===== config.mk =====
export PLATFORM = sky130hd
export DESIGN_NAME = ir_distance_linearize_average
export DESIGN_NICKNAME = d
export VERILOG_FILES = /design/src/sv/irdla_pkg.sv /design/src/sv/ir_distance_linearize_average.sv /design/src/sv/irdla_ram.sv /design/src/sv/irdla_poly.sv
export SDC_FILE = /design/constraint.sdc
export NUM_CORES = 2
export LEC_CHECK = 0
export CAP_MARGIN = 30
export CELL_PAD_IN_SITES_DETAIL_PLACEMENT = 1
export CELL_PAD_IN_SITES_GLOBAL_PLACEMENT = 1
export CORE_MARGIN = 8
export CORE_UTILIZATION = 50
export CTS_CLUSTER_DIAMETER = 120
export DETAILED_ROUTE_END_ITERATION = 8
export DONT_BUFFER_PORTS = 1
export PLACE_DENSITY_LB_ADDON = 0.25
export SLEW_MARGIN = 20
export SYNTH_ARGS = -nofsm -noshare
export SYNTH_HDL_FRONTEND = slang
export SYNTH_SLANG_ARGS = --single-unit

===== constraint.sdc =====
create_clock -name aclk -period 10.95 [get_ports aclk]
set_input_delay 1.095 -clock aclk [delete_from_list [all_inputs] [get_ports aclk]]
set_output_delay 1.095 -clock aclk [all_outputs]
set_load 0.005 [all_outputs]

===== src/sv/irdla_pkg.sv =====
`timescale 1ns / 1ps

package irdla_pkg;

    // Default sizes, handed to the top level parameters.
    localparam int DEF_WINDOW      = 5;
    localparam int DEF_CHANNELS    = 4;
    localparam int DEF_SAMPLE_BITS = 8;

    // Fixed-point formats.
    localparam int COEF_W       = 32;  // signed coefficient, 24 fraction bits
    localparam int ACC_W        = 40;  // polynomial accumulator, kept modulo 2^40
    localparam int ENTRY_W      = 32;  // stored window entry, 16 fraction bits
    localparam int FRAC_DROP    = 8;   // 24 - 16 fraction bits dropped by floor
    localparam int ENTRY_FRAC   = 16;
    localparam int SCALE_FACTOR = 10;
    localparam int TERMS        = 4;

    // Reciprocal for the constant divide by the window length.
    localparam int RECIP_SHIFT = 24;
    localparam int RECIP_W     = RECIP_SHIFT + 1;

    // Configuration port.
    localparam int CFG_W      = 8;
    localparam int CFG_ADDR_W = 2;
    localparam logic [CFG_ADDR_W-1:0] CFG_UPPER_LIMIT = 2'd0;
    localparam logic [CFG_ADDR_W-1:0] CFG_UPPER_VALUE = 2'd1;
    localparam logic [CFG_ADDR_W-1:0] CFG_LOWER_LIMIT = 2'd2;

    localparam logic [CFG_W-1:0] UPPER_LIMIT_RST = 8'd230;
    localparam logic [CFG_W-1:0] UPPER_VALUE_RST = 8'd245;
    localparam logic [CFG_W-1:0] LOWER_LIMIT_RST = 8'd40;

    // Operation of the shared multiply-accumulate unit.
    typedef enum logic [1:0] {
        POLY_HOLD,
        POLY_LOAD,
        POLY_MAC
    } poly_op_t;

    typedef struct packed {
        poly_op_t          op;
        logic [COEF_W-1:0] coef;
    } poly_ctrl_t;

    // Sequencer states.
    typedef enum logic [2:0] {
        ST_IDLE,
        ST_LOAD,
        ST_MAC,
        ST_SCALE,
        ST_WRITE,
        ST_AVG_MUL,
        ST_AVG_FIX,
        ST_OUT
    } state_t;

    // Cubic coefficients per channel row, term 0 is the cubic term.
    function automatic logic [COEF_W-1:0] coef_at(input logic [1:0] row,
                                                  input logic [1:0] term);
        logic [COEF_W-1:0] c;
        case ({row, term})
            4'b00_00: c = -32'sd366;
            4'b00_01: c =  32'sd109052;
            4'b00_10: c = -32'sd12124894;
            4'b00_11: c =  32'sd587470995;
            4'b01_00: c = -32'sd466;
            4'b01_01: c =  32'sd129185;
            4'b01_10: c = -32'sd13347953;
            4'b01_11: c =  32'sd601233346;
            4'b10_00: c = -32'sd433;
            4'b10_01: c =  32'sd129185;
            4'b10_10: c = -32'sd13913345;
            4'b10_11: c =  32'sd634490821;
            4'b11_00: c = -32'sd400;
            4'b11_01: c =  32'sd119118;
            4'b11_10: c = -32'sd13186892;
            4'b11_11: c =  32'sd621637796;
            default:  c = '0;
        endcase
        return c;
    endfunction

endpackage


===== src/sv/ir_distance_linearize_average.sv =====
`timescale 1ns / 1ps

// Four-channel IR distance linearizer with a moving average. Each input word
// carries one raw sample per channel; each sample is turned into ten times a
// distance by its channel's cubic polynomial (coefficients with 24 fraction
// bits, result kept with 16 fraction bits), written into a window of the last
// WINDOW conversions, and each channel's window average is clamped against
// the limit registers. One output word follows each input word. The block
// takes one word at a time and accepts no new word until its result is in
// the output register. The single multiply-accumulate unit runs five steps
// of Horner evaluation and one window update per channel; the divide and
// clamp for each channel follow, and then the output register is loaded. A
// result still waiting at the output holds the block until it is taken.
// The window starts empty after reset and needs no clearing pass.
// Configuration registers may be written at any time the block is idle.
module ir_distance_linearize_average #(
    parameter int WINDOW      = irdla_pkg::DEF_WINDOW,
    parameter int CHANNELS    = irdla_pkg::DEF_CHANNELS,
    parameter int SAMPLE_BITS = irdla_pkg::DEF_SAMPLE_BITS,
    localparam int IN_W  = ((CHANNELS * SAMPLE_BITS + 7) / 8) * 8,
    localparam int OUT_W = CHANNELS * 8
) (
    input  logic                            aclk,
    input  logic                            aresetn,

    // Input stream.
    input  logic                            s_tvalid,
    output logic                            s_tready,
    // Fields, low bits first: sample_right_front, sample_right_rear,
    // sample_left_front, sample_left_rear.
    input  logic [IN_W-1:0]                 s_tdata,

    // Output stream.
    output logic                            m_tvalid,
    input  logic                            m_tready,
    // Fields, low bits first: dist_right_front, dist_right_rear,
    // dist_left_front, dist_left_rear.
    output logic [OUT_W-1:0]                m_tdata,

    // Configuration write port.
    input  logic                            cfg_we,
    input  logic [irdla_pkg::CFG_ADDR_W-1:0] cfg_addr,
    input  logic [irdla_pkg::CFG_W-1:0]     cfg_wdata
);

    localparam int ACC_W   = irdla_pkg::ACC_W;
    localparam int ENTRY_W = irdla_pkg::ENTRY_W;
    localparam int DEPTH   = WINDOW * CHANNELS;
    localparam int SLOT_W  = (WINDOW > 1) ? $clog2(WINDOW) : 1;
    localparam int CH_W    = (CHANNELS > 1) ? $clog2(CHANNELS) : 1;
    localparam int ADDR_W  = (DEPTH > 1) ? $clog2(DEPTH) : 1;
    localparam int SUM_W   = ENTRY_W + 1 + $clog2(WINDOW);
    localparam int T_W     = SUM_W - irdla_pkg::ENTRY_FRAC;
    localparam int RECIP_W = irdla_pkg::RECIP_W;
    localparam int PROD_W  = T_W + RECIP_W;
    localparam logic [RECIP_W-1:0] RECIP =
        RECIP_W'((1 << irdla_pkg::RECIP_SHIFT) / WINDOW);

    // Control state.
    irdla_pkg::state_t state_reg, state_next;
    logic [CH_W-1:0]   ch_reg;
    logic [1:0]        term_reg;
    logic [SLOT_W-1:0] slot_reg;
    logic [WINDOW-1:0] slot_valid_reg;
    logic              m_tvalid_reg;
    logic              m_tvalid_next;

    // Configuration registers.
    logic [7:0] upper_limit_reg;
    logic [7:0] upper_value_reg;
    logic [7:0] lower_limit_reg;

    // Data path.
    logic [SAMPLE_BITS-1:0] sample_reg [CHANNELS];
    logic [SUM_W-1:0]       sum_reg [CHANNELS];
    logic [7:0]             res_reg [CHANNELS];
    logic [PROD_W-1:0]      prod_reg;
    logic [OUT_W-1:0]       m_tdata_reg;

    logic                   s_accept;
    logic                   last_ch;
    logic                   last_term;
    logic                   out_free;
    logic [1:0]             coef_row;
    logic [ADDR_W-1:0]      win_addr;
    logic                   ram_we;
    logic                   ram_re;
    logic [ENTRY_W-1:0]     ram_rdata;
    logic [ENTRY_W-1:0]     new_entry;
    logic [ENTRY_W-1:0]     old_entry;
    logic [SUM_W-1:0]       sum_upd;
    logic [T_W-1:0]         t_val;
    logic [T_W-1:0]         q_est;
    logic [T_W-1:0]         q_rem;
    logic [T_W-1:0]         q_val;
    logic [7:0]             clamp_val;
    logic [ACC_W-1:0]       acc;
    irdla_pkg::poly_ctrl_t  poly_ctrl;
    logic [SAMPLE_BITS-1:0] poly_oper;

    assign s_accept  = s_tvalid && s_tready;
    assign last_ch   = (ch_reg == CH_W'(CHANNELS - 1));
    assign last_term = (term_reg == 2'(irdla_pkg::TERMS - 1));
    assign out_free  = !m_tvalid_reg || m_tready;
    assign coef_row  = 2'(ch_reg % 4);
    assign win_addr  = ADDR_W'(slot_reg) * ADDR_W'(CHANNELS) + ADDR_W'(ch_reg);

    // Output valid: set when a new word is loaded, cleared when taken.
    assign m_tvalid_next = (state_reg == irdla_pkg::ST_OUT && out_free) ? 1'b1 :
                           (m_tready ? 1'b0 : m_tvalid_reg);

    // Next state.
    always_comb begin
        state_next = state_reg;
        case (state_reg)
            irdla_pkg::ST_IDLE: begin
                if (s_tvalid) state_next = irdla_pkg::ST_LOAD;
            end
            irdla_pkg::ST_LOAD:  state_next = irdla_pkg::ST_MAC;
            irdla_pkg::ST_MAC: begin
                if (last_term) state_next = irdla_pkg::ST_SCALE;
            end
            irdla_pkg::ST_SCALE: state_next = irdla_pkg::ST_WRITE;
            irdla_pkg::ST_WRITE: begin
                state_next = last_ch ? irdla_pkg::ST_AVG_MUL : irdla_pkg::ST_LOAD;
            end
            irdla_pkg::ST_AVG_MUL: state_next = irdla_pkg::ST_AVG_FIX;
            irdla_pkg::ST_AVG_FIX: begin
                state_next = last_ch ? irdla_pkg::ST_OUT : irdla_pkg::ST_AVG_MUL;
            end
            irdla_pkg::ST_OUT: begin
                if (out_free) state_next = irdla_pkg::ST_IDLE;
            end
            default: state_next = irdla_pkg::ST_IDLE;
        endcase
    end

    // Outputs of the sequencer: ready, unit control and window port.
    always_comb begin
        s_tready       = 1'b0;
        ram_we         = 1'b0;
        ram_re         = 1'b0;
        poly_ctrl.op   = irdla_pkg::POLY_HOLD;
        poly_ctrl.coef = '0;
        poly_oper      = sample_reg[ch_reg];
        case (state_reg)
            irdla_pkg::ST_IDLE: s_tready = 1'b1;
            irdla_pkg::ST_LOAD: begin
                ram_re         = 1'b1;
                poly_ctrl.op   = irdla_pkg::POLY_LOAD;
                poly_ctrl.coef = irdla_pkg::coef_at(coef_row, 2'd0);
            end
            irdla_pkg::ST_MAC: begin
                poly_ctrl.op   = irdla_pkg::POLY_MAC;
                poly_ctrl.coef = irdla_pkg::coef_at(coef_row, term_reg);
            end
            irdla_pkg::ST_SCALE: begin
                poly_ctrl.op   = irdla_pkg::POLY_MAC;
                poly_oper      = SAMPLE_BITS'(irdla_pkg::SCALE_FACTOR);
            end
            irdla_pkg::ST_WRITE: ram_we = 1'b1;
            default: ;
        endcase
    end

    irdla_poly #(
        .OPER_W (SAMPLE_BITS)
    ) u_poly (
        .aclk    (aclk),
        .ctrl    (poly_ctrl),
        .operand (poly_oper),
        .acc     (acc)
    );

    // Floor of the scaled value by dropping 8 fraction bits, wrapped to 32 bits.
    assign new_entry = acc[irdla_pkg::FRAC_DROP +: ENTRY_W];

    irdla_ram #(
        .WIDTH (ENTRY_W),
        .DEPTH (DEPTH)
    ) u_window (
        .aclk  (aclk),
        .we    (ram_we),
        .waddr (win_addr),
        .wdata (new_entry),
        .re    (ram_re),
        .raddr (win_addr),
        .rdata (ram_rdata)
    );

    // A slot not yet written since reset counts as zero.
    assign old_entry = slot_valid_reg[slot_reg] ? ram_rdata : '0;
    assign sum_upd   = sum_reg[ch_reg]
                     + {{(SUM_W-ENTRY_W){new_entry[ENTRY_W-1]}}, new_entry}
                     - {{(SUM_W-ENTRY_W){old_entry[ENTRY_W-1]}}, old_entry};

    // Average: integer part of the sum, divided by the window length through
    // a reciprocal estimate and one correction step.
    assign t_val = sum_reg[ch_reg][SUM_W-1 -: T_W];
    assign q_est = prod_reg[irdla_pkg::RECIP_SHIFT +: T_W];
    assign q_rem = t_val - T_W'(q_est * T_W'(WINDOW));
    assign q_val = (q_rem >= T_W'(WINDOW)) ? q_est + T_W'(1) : q_est;

    // Clamp: upper test first, then the lower test; a negative sum gives zero.
    always_comb begin
        if (sum_reg[ch_reg][SUM_W-1]) begin
            clamp_val = '0;
        end else if (q_val > T_W'(upper_limit_reg)) begin
            clamp_val = upper_value_reg;
        end else if (q_val < T_W'(lower_limit_reg)) begin
            clamp_val = '0;
        end else begin
            clamp_val = q_val[7:0];
        end
    end

    // Control registers.
    always_ff @(posedge aclk) begin
        if (!aresetn) begin
            state_reg      <= irdla_pkg::ST_IDLE;
            ch_reg         <= '0;
            term_reg       <= '0;
            slot_reg       <= '0;
            slot_valid_reg <= '0;
            m_tvalid_reg   <= 1'b0;
        end else begin
            state_reg    <= state_next;
            m_tvalid_reg <= m_tvalid_next;
            case (state_reg)
                irdla_pkg::ST_IDLE: begin
                    ch_reg <= '0;
                end
                irdla_pkg::ST_LOAD: begin
                    term_reg <= 2'd1;
                end
                irdla_pkg::ST_MAC: begin
                    term_reg <= term_reg + 2'd1;
                end
                irdla_pkg::ST_WRITE: begin
                    if (last_ch) begin
                        ch_reg                   <= '0;
                        slot_valid_reg[slot_reg] <= 1'b1;
                        slot_reg <= (slot_reg == SLOT_W'(WINDOW - 1)) ?
                                    '0 : slot_reg + SLOT_W'(1);
                    end else begin
                        ch_reg <= ch_reg + CH_W'(1);
                    end
                end
                irdla_pkg::ST_AVG_FIX: begin
                    ch_reg <= last_ch ? '0 : ch_reg + CH_W'(1);
                end
                default: ;
            endcase
        end
    end

    // Running window sums, cleared at reset with the window's valid flags.
    always_ff @(posedge aclk) begin
        if (!aresetn) begin
            for (int i = 0; i < CHANNELS; i++) begin
                sum_reg[i] <= '0;
            end
        end else if (state_reg == irdla_pkg::ST_WRITE) begin
            sum_reg[ch_reg] <= sum_upd;
        end
    end

    // Configuration registers.
    always_ff @(posedge aclk) begin
        if (!aresetn) begin
            upper_limit_reg <= irdla_pkg::UPPER_LIMIT_RST;
            upper_value_reg <= irdla_pkg::UPPER_VALUE_RST;
            lower_limit_reg <= irdla_pkg::LOWER_LIMIT_RST;
        end else if (cfg_we) begin
            case (cfg_addr)
                irdla_pkg::CFG_UPPER_LIMIT: upper_limit_reg <= cfg_wdata;
                irdla_pkg::CFG_UPPER_VALUE: upper_value_reg <= cfg_wdata;
                irdla_pkg::CFG_LOWER_LIMIT: lower_limit_reg <= cfg_wdata;
                default: ;
            endcase
        end
    end

    // Payload registers.
    always_ff @(posedge aclk) begin
        if (s_accept) begin
            for (int i = 0; i < CHANNELS; i++) begin
                sample_reg[i] <= s_tdata[i*SAMPLE_BITS +: SAMPLE_BITS];
            end
        end
        if (state_reg == irdla_pkg::ST_AVG_MUL) begin
            prod_reg <= {{RECIP_W{1'b0}}, t_val} * {{T_W{1'b0}}, RECIP};
        end
        if (state_reg == irdla_pkg::ST_AVG_FIX) begin
            res_reg[ch_reg] <= clamp_val;
        end
        if (state_reg == irdla_pkg::ST_OUT && out_free) begin
            for (int i = 0; i < CHANNELS; i++) begin
                m_tdata_reg[i*8 +: 8] <= res_reg[i];
            end
        end
    end

    assign m_tvalid = m_tvalid_reg;
    assign m_tdata  = m_tdata_reg;

endmodule


===== src/sv/irdla_ram.sv =====
`timescale 1ns / 1ps

// Generic single write port, single read port RAM with registered read.
module irdla_ram #(
    parameter int WIDTH = 32,
    parameter int DEPTH = 20,
    parameter int ADDR_W = (DEPTH > 1) ? $clog2(DEPTH) : 1
) (
    input  logic              aclk,
    input  logic              we,
    input  logic [ADDR_W-1:0] waddr,
    input  logic [WIDTH-1:0]  wdata,
    input  logic              re,
    input  logic [ADDR_W-1:0] raddr,
    output logic [WIDTH-1:0]  rdata
);

    logic [WIDTH-1:0] mem_reg [DEPTH];
    logic [WIDTH-1:0] rdata_reg;

    always_ff @(posedge aclk) begin
        if (we) begin
            mem_reg[waddr] <= wdata;
        end
        if (re) begin
            rdata_reg <= mem_reg[raddr];
        end
    end

    assign rdata = rdata_reg;

endmodule


===== src/sv/irdla_poly.sv =====
`timescale 1ns / 1ps

// Shared multiply-accumulate unit for Horner evaluation of the cubic.
// The accumulator is kept modulo 2^40, which is all the stored entry needs.
module irdla_poly #(
    parameter int OPER_W = irdla_pkg::DEF_SAMPLE_BITS
) (
    input  logic                         aclk,
    input  irdla_pkg::poly_ctrl_t        ctrl,
    input  logic [OPER_W-1:0]            operand,
    output logic [irdla_pkg::ACC_W-1:0]  acc
);

    localparam int AW = irdla_pkg::ACC_W;
    localparam int CW = irdla_pkg::COEF_W;

    logic [AW-1:0]        acc_reg;
    logic [AW-1:0]        acc_next;
    logic [AW+OPER_W-1:0] prod;
    logic [AW-1:0]        coef_ext;

    // Multiply by the unsigned operand, then add the sign-extended coefficient.
    assign coef_ext = {{(AW-CW){ctrl.coef[CW-1]}}, ctrl.coef};
    assign prod     = {{OPER_W{1'b0}}, acc_reg} * {{AW{1'b0}}, operand};

    always_comb begin
        case (ctrl.op)
            irdla_pkg::POLY_LOAD: acc_next = coef_ext;
            irdla_pkg::POLY_MAC:  acc_next = prod[AW-1:0] + coef_ext;
            default:              acc_next = acc_reg;
        endcase
    end

    always_ff @(posedge aclk) begin
        acc_reg <= acc_next;
    end

    assign acc = acc_reg;

endmodule

After elaboration in Yosys (flattened, before gate mapping) --
Memories as Yosys holds them, arrays and structs flattened. A register that Yosys moved wholly into a read port is not among the register bits. Cells that the tools add are included.
Word-level totals: register bits 122, memory bits (writable) 848, bits in read-only memories 512, input bits 47, output and inout port bits 34, logic and storage cells 118, memories kept 5
Memory list:
- u_window.mem_reg | words 20, width 32, read ports 1, clocked after memory_dff 1, wr ports 1, line irdla_ram.sv:18 | logic [WIDTH-1:0] mem_reg [DEPTH];
- (no name shown) | words 16, width 32, read ports 1, clocked after memory_dff 0, wr ports 0, line irdla_pkg.sv:62 | case ({row, term})
- sum_reg | words 4, width 36, read ports 1, clocked after memory_dff 1, wr ports 4, line ir_distance_linearize_average.sv:75 | logic [SUM_W-1:0] sum_reg [CHANNELS];
- res_reg | words 4, width 8, read ports 4, clocked after memory_dff 4, wr ports 1, line ir_distance_linearize_average.sv:76 | logic [7:0] res_reg [CHANNELS];
- sample_reg | words 4, width 8, read ports 1, clocked after memory_dff 1, wr ports 4, line ir_distance_linearize_average.sv:74 | logic [SAMPLE_BITS-1:0] sample_reg [CHANNELS];
Cells by class: add/sub/neg operators 9, $mul 3, magnitude comparators 5, eq/ne operators 19, mux-type cells 45, bitwise gates (word level) 1, reduce and logical (&&, ||, !) cells 20
Operator list (number):
- $pmux W32 S4 | 1
- $pmux W40 S2 | 1
- $pmux W32 S2 | 1
- $mul A20 B22 Y42 const B | 1
- $add A40 B40 Y40 | 1
- $mul A40 B8 Y40 | 1
- $add A36 B36 Y36 | 1
- $mux W36 | 1
- $reduce_or A36 Y1 | 1
- $sub A36 B36 Y36 | 1
- $mux W32 | 1
- $mux W8 | 4
- $pmux W3 S8 | 1
- $ge A20 B3 Y1 const B | 1
- $mul A18 B3 Y20 const B | 1
- $sub A20 B20 Y20 | 1
- $add A18 B1 Y19 const B | 1
- $gt A19 B8 Y1 | 1
- $lt A19 B8 Y1 | 1
- $mux W19 | 1
- $mux W1 | 17
- $eq A3 B3 Y1 const B | 5
- $mux W3 | 5
- $mux W2 | 7
- other kinds (23) | 45

Logic depth before layout (Yosys ltp) --
depth after elaboration 8, mapped depth 30, depth with buffers taken out 29

Modules after synthesis --
From an unflattened synthesis, not the netlist that was laid out.
Unflattened totals: cells, all modules 4741, area total of the unflattened synthesis 60118.9 um2
Modules (own cells, without submodules):
- irdla_ram | times used 1, cells each 1362, area an instance 25779.7 um2, sequential area each 20179.4 um2
- ir_distance_linearize_average | times used 1, cells each 2101, area an instance 22739.3 um2, sequential area each 8588.2 um2
- irdla_poly | times used 1, cells each 1278, area an instance 11599.9 um2, sequential area each 1201.2 um2

Worst setup path before layout --
OpenSTA, ideal clock, no wires.
path kind register to register, start point register with a tool-made name, end point register prod_reg[41], data pin, setup time 260 ps, data arrival time 7626 ps, required time 10690 ps, slack 3064 ps, stages on the path, launching flop included 29, buffers on the path 3, clock period less this slack 7886 ps, cells stage by stage dfxtp_1 buf_2 buf_2 buf_1 mux4_2 ha_1 fa_1 fa_1 inv_1 fa_1 fa_1 inv_1 fa_1 inv_1 fa_1 inv_1 ha_1 nand4_1 a21oi_1 nand4_1 nor3_1 o211ai_1 a211oi_1 o21ai_0 a21oi_1 o21ai_0 nand2b_1 a21oi_1 xnor2_1
RTL lines:
- end signal, assigned | line ir_distance_linearize_average.sv:292 | prod_reg <= {{RECIP_W{1'b0}}, t_val} * {{T_W{1'b0}}, RECIP};
- end, declared | line ir_distance_linearize_average.sv:77 | logic [PROD_W-1:0] prod_reg;

==> flow_summary.json <==
{
  "yosys.area.top_type_share_pct": 49.5,
  "setup_total_negative_slack_ns": 0,
  "critPathArrivalTime_ns": 8.77,
  "max_freq_mhz": 120,
  "cts.hold.buffers_added": 0,
  "layout.cells.non_filler": 6051,
  "floorplan.initialDensity_pct": 50.1,
  "maximum_resistive_drop_on_vdd_mv": 0.386,
  "maxSlewViolCount": 0,
  "top_signal_layer_used": "met4",
  "yosysWarningCount": 0,
  "max-clock-path-buffers": 3,
  "yosysSeqAreaShare_pct": 50.9,
  "port_buffers": 0,
  "path_common_cell": "sky130_fd_sc_hd__fa_1",
  "hold_end": "m_tdata[24]",
  "antenna_found_initial": 3,
  "worstHoldPathType": "reg2reg",
  "totalPowerFinal_mw": 15.3,
  "netlist.top_cell.by_area": "sky130_fd_sc_hd__edfxtp_1",
  "synthCells": 4397,
  "run_status": "finished clean",
  "critical_path_peak_fanout": 34,
  "grt.total_usage_pct": 24.9,
  "cts_sinks": 1012,
  "post-route-drc-count": 0,
  "grt_max_degree": 80,
  "grt_pass1_vias": 39600,
  "finalWeightedCongestion": 0.873,
  "count_of_buffering_cells_on_the_critical_path_with_inverters_included": 5,
  "die_h_um": 359,
  "cts_repair_resize_count": 0,
  "die_w_um": 359,
  "synthMostInstantiatedCell": "sky130_fd_sc_hd__edfxtp_1",
  "critical_path_cell_with_the_highest_stage_delay": "sky130_fd_sc_hd__dfxtp_4",
  "hold_path_depth": 0,
  "synth_top_cells_by_area": "sky130_fd_sc_hd__edfxtp_1, sky130_fd_sc_hd__fa_1, sky130_fd_sc_hd__mux4_2, sky130_fd_sc_hd__ha_1, sky130_fd_sc_hd__inv_1",
  "synth-seq-cells": 1012,
  "areaGrowthSynthToFinish_pct": 9.77,
  "drt-met1-wl_um": 64500,
  "antenna_violating_nets_post_route": 0,
  "critical_path_required_ns": 11.40,
  "critical_path.reg2reg.endpoint": "prod_reg[41]",
  "timing.critical_path.slowest_cell_delay_ns": 0.84,
  "numCtsBuffers": 103,
  "detail_route.vias_per_cell": 5.94,
  "layout_worst_path_cycle_share_pct": 76.0,
  "dr_wl_met2_um": 82600,
  "n_fill_cell": 11500,
  "synthesis.area_per_instance_um2": 13.4,
  "tightest_slew_ns": 0.970,
  "timing.reg2reg.setup_slack_ns": 2.63,
  "cts_tree": "yes",
  "report.final.setup_viol": 0,
  "drt_first_iter_violations": 3027,
  "num_vias": 35900,
  "number_of_placed_cells_counting_well_taps": 5856,
  "totalWireLength_um": 162000,
  "critical_path.top_delay_family": "adder cells",
  "design.core.area_um2": 117000,
  "placement.setup.worst_slack_ns": 2.55,
  "worst_setup_hold_path_clk_slew_ns": 0.06,
  "relSlewSlack_pct": 35.3,
  "route.detailed.wl_per_inst_um": 26.8,
  "worstSetupEndpointType": "register",
  "largest_register_ffs": 640,
  "syn_area_um2": 58900,
  "fin_ws_ns": 2.63,
  "design.die.area_um2": 129000,
  "postSynthNetCount": 5133,
  "insertion_delay_ns": 0.72,
  "synth_top_flop_cell": "sky130_fd_sc_hd__edfxtp_1",
  "number_of_unique_standard_cell_types_used_by_synthesis": 84,
  "layout-drive-gt1-share_pct": 11.6,
  "cap_violations": 0,
  "row_count": 126,
  "met3_length_um": 9760,
  "nNetsFinal": 5167,
  "final.min_clock_period_ns": 8.32,
  "rsz0062_at_grt": "no",
  "boundaryPins": 81,
  "post-dp-hpwl_um": 111000,
  "synth_enable_flop_cells": 970,
  "final_hold_fails": 0,
  "grt_first_pass_wirelength_um": 246000,
  "final.setup_skew_ns": 0.0519,
  "cts_root_buf": "sky130_fd_sc_hd__clkbuf_16",
  "synthTopCellsByCount": "sky130_fd_sc_hd__edfxtp_1, sky130_fd_sc_hd__inv_1, sky130_fd_sc_hd__nand2_1, sky130_fd_sc_hd__fa_1, sky130_fd_sc_hd__ha_1",
  "share_of_async_settable_or_async_resettable_flops_after_synthesis_pct": 0,
  "cellPowerDensity_nw_per_um2": 237,
  "cts.htree.levels": 3,
  "min_from": "res_reg[3][0]",
  "congestion_overflow_gr": 0,
  "worst_case_reg_to_reg_path_depth": 26,
  "worst_setup_path_start_kind": "register",
  "timing_worst_setup_path_type": "reg2reg",
  "total_leakage_power_nw": 25.2,
  "cts_setup_buffers": 0,
  "dr.pass1.iters": 5
}
-- worst max path at each step --
| stage | to | startpoint | cells after the start | slack, ns |
|---|---|---|---|---|
| after floorplan | prod_reg[41] | register | 28 | 3.06 |
| after global placement | prod_reg[41] | register | 26 | 2.66 |
| after detailed placement | prod_reg[41] | register | 26 | 2.55 |
| after CTS | prod_reg[41] | register | 26 | 2.53 |
| after global routing | prod_reg[41] | register | 26 | 2.02 |
| final | prod_reg[41] | register | 26 | 2.63 |
-- layer usage --
layer	vias up	GRT usage, %
met4	0	8.18
met1	18800	31.5
met2	1183	43.8
met5	-	0
li1	15600	-
met3	282	4.18
-- logic make-up after synthesis --
logic type      Yosys count  synth area share (%)
mux                     266                  8.95
xor+xnor                112                  1.67
flops                  1012                  50.9
buf+inv                 714                  4.57
fa+ha+maj               689                  19.6
simple gates           1060                  8.34
compound gates          544                  6.02
-- cell type report --
type / count / area (µm²) / share of cell area [%]
multi-input cells: 2671 / 26400 / 40.9
inverters: 548 / 2060 / 3.18
repair buffers: 95 / 923 / 1.43
clock buffers: 122 / 2650 / 4.10
flip-flops and latches: 1012 / 30000 / 46.4
clock inverters: 65 / 661 / 1.02
well taps: 1536 / 1920 / 2.97
diodes: 2 / 5.00 / 0.00774
-- cells in the final DEF (no fill, tap or decap), types with 45 or more instances in the layout --
master and instances:
sky130_fd_sc_hd__mux2i_1 51, sky130_fd_sc_hd__o21ai_0 125, sky130_fd_sc_hd__nand2_1 417, sky130_fd_sc_hd__buf_4 74, sky130_fd_sc_hd__edfxtp_1 970, sky130_fd_sc_hd__and2_1 107, sky130_fd_sc_hd__clkbuf_16 103, sky130_fd_sc_hd__inv_1 546
sky130_fd_sc_hd__ha_1 301, sky130_fd_sc_hd__nand3_1 45, sky130_fd_sc_hd__nor2_1 242, sky130_fd_sc_hd__mux4_2 206, sky130_fd_sc_hd__fa_1 387, sky130_fd_sc_hd__a21oi_1 140, sky130_fd_sc_hd__a21o_1 70, sky130_fd_sc_hd__xnor2_1 76
sky130_fd_sc_hd__nor2b_1 52
-- metrics by stage --
step,hold WS (ns),util [%],area (µm²)
after floorplan,0.400,-,58900
after global placement,0.401,51.9,61000
after detailed placement,0.406,52.2,61300
after CTS,0.417,55.0,64600
after global routing,0.420,55.0,64600
final,0.413,55.0,64600
-- worst register-to-register path, stage by stage, from the launching register on --
cell and delay [ns]:
sky130_fd_sc_hd__dfxtp_4 0.84, sky130_fd_sc_hd__buf_4 0.46, sky130_fd_sc_hd__mux4_2 0.66, sky130_fd_sc_hd__ha_1 0.37, sky130_fd_sc_hd__ha_1 0.33, sky130_fd_sc_hd__fa_1 0.57
sky130_fd_sc_hd__inv_1 0.08, sky130_fd_sc_hd__fa_1 0.48, sky130_fd_sc_hd__fa_1 0.52, sky130_fd_sc_hd__inv_1 0.08, sky130_fd_sc_hd__fa_1 0.48, sky130_fd_sc_hd__inv_1 0.05
sky130_fd_sc_hd__fa_1 0.50, sky130_fd_sc_hd__inv_1 0.04, sky130_fd_sc_hd__ha_1 0.30, sky130_fd_sc_hd__nand4_1 0.10, sky130_fd_sc_hd__a21oi_1 0.16, sky130_fd_sc_hd__nand4_1 0.11
sky130_fd_sc_hd__nor3_1 0.32, sky130_fd_sc_hd__o211ai_1 0.25, sky130_fd_sc_hd__a211oi_1 0.47, sky130_fd_sc_hd__o21ai_0 0.19, sky130_fd_sc_hd__a21oi_1 0.24, sky130_fd_sc_hd__o21ai_0 0.12
sky130_fd_sc_hd__nand2b_1 0.11, sky130_fd_sc_hd__a21oi_1 0.09, sky130_fd_sc_hd__xnor2_1 0.13
-- report_power, final --
| part | internal, mW | switching (mW) |
|---|---|---|
| clock | 1.99 | 1.52 |
| sequential | 4.46 | 0.0742 |
| combinational | 2.95 | 4.30 |
(Power assumes the default switching activity.)
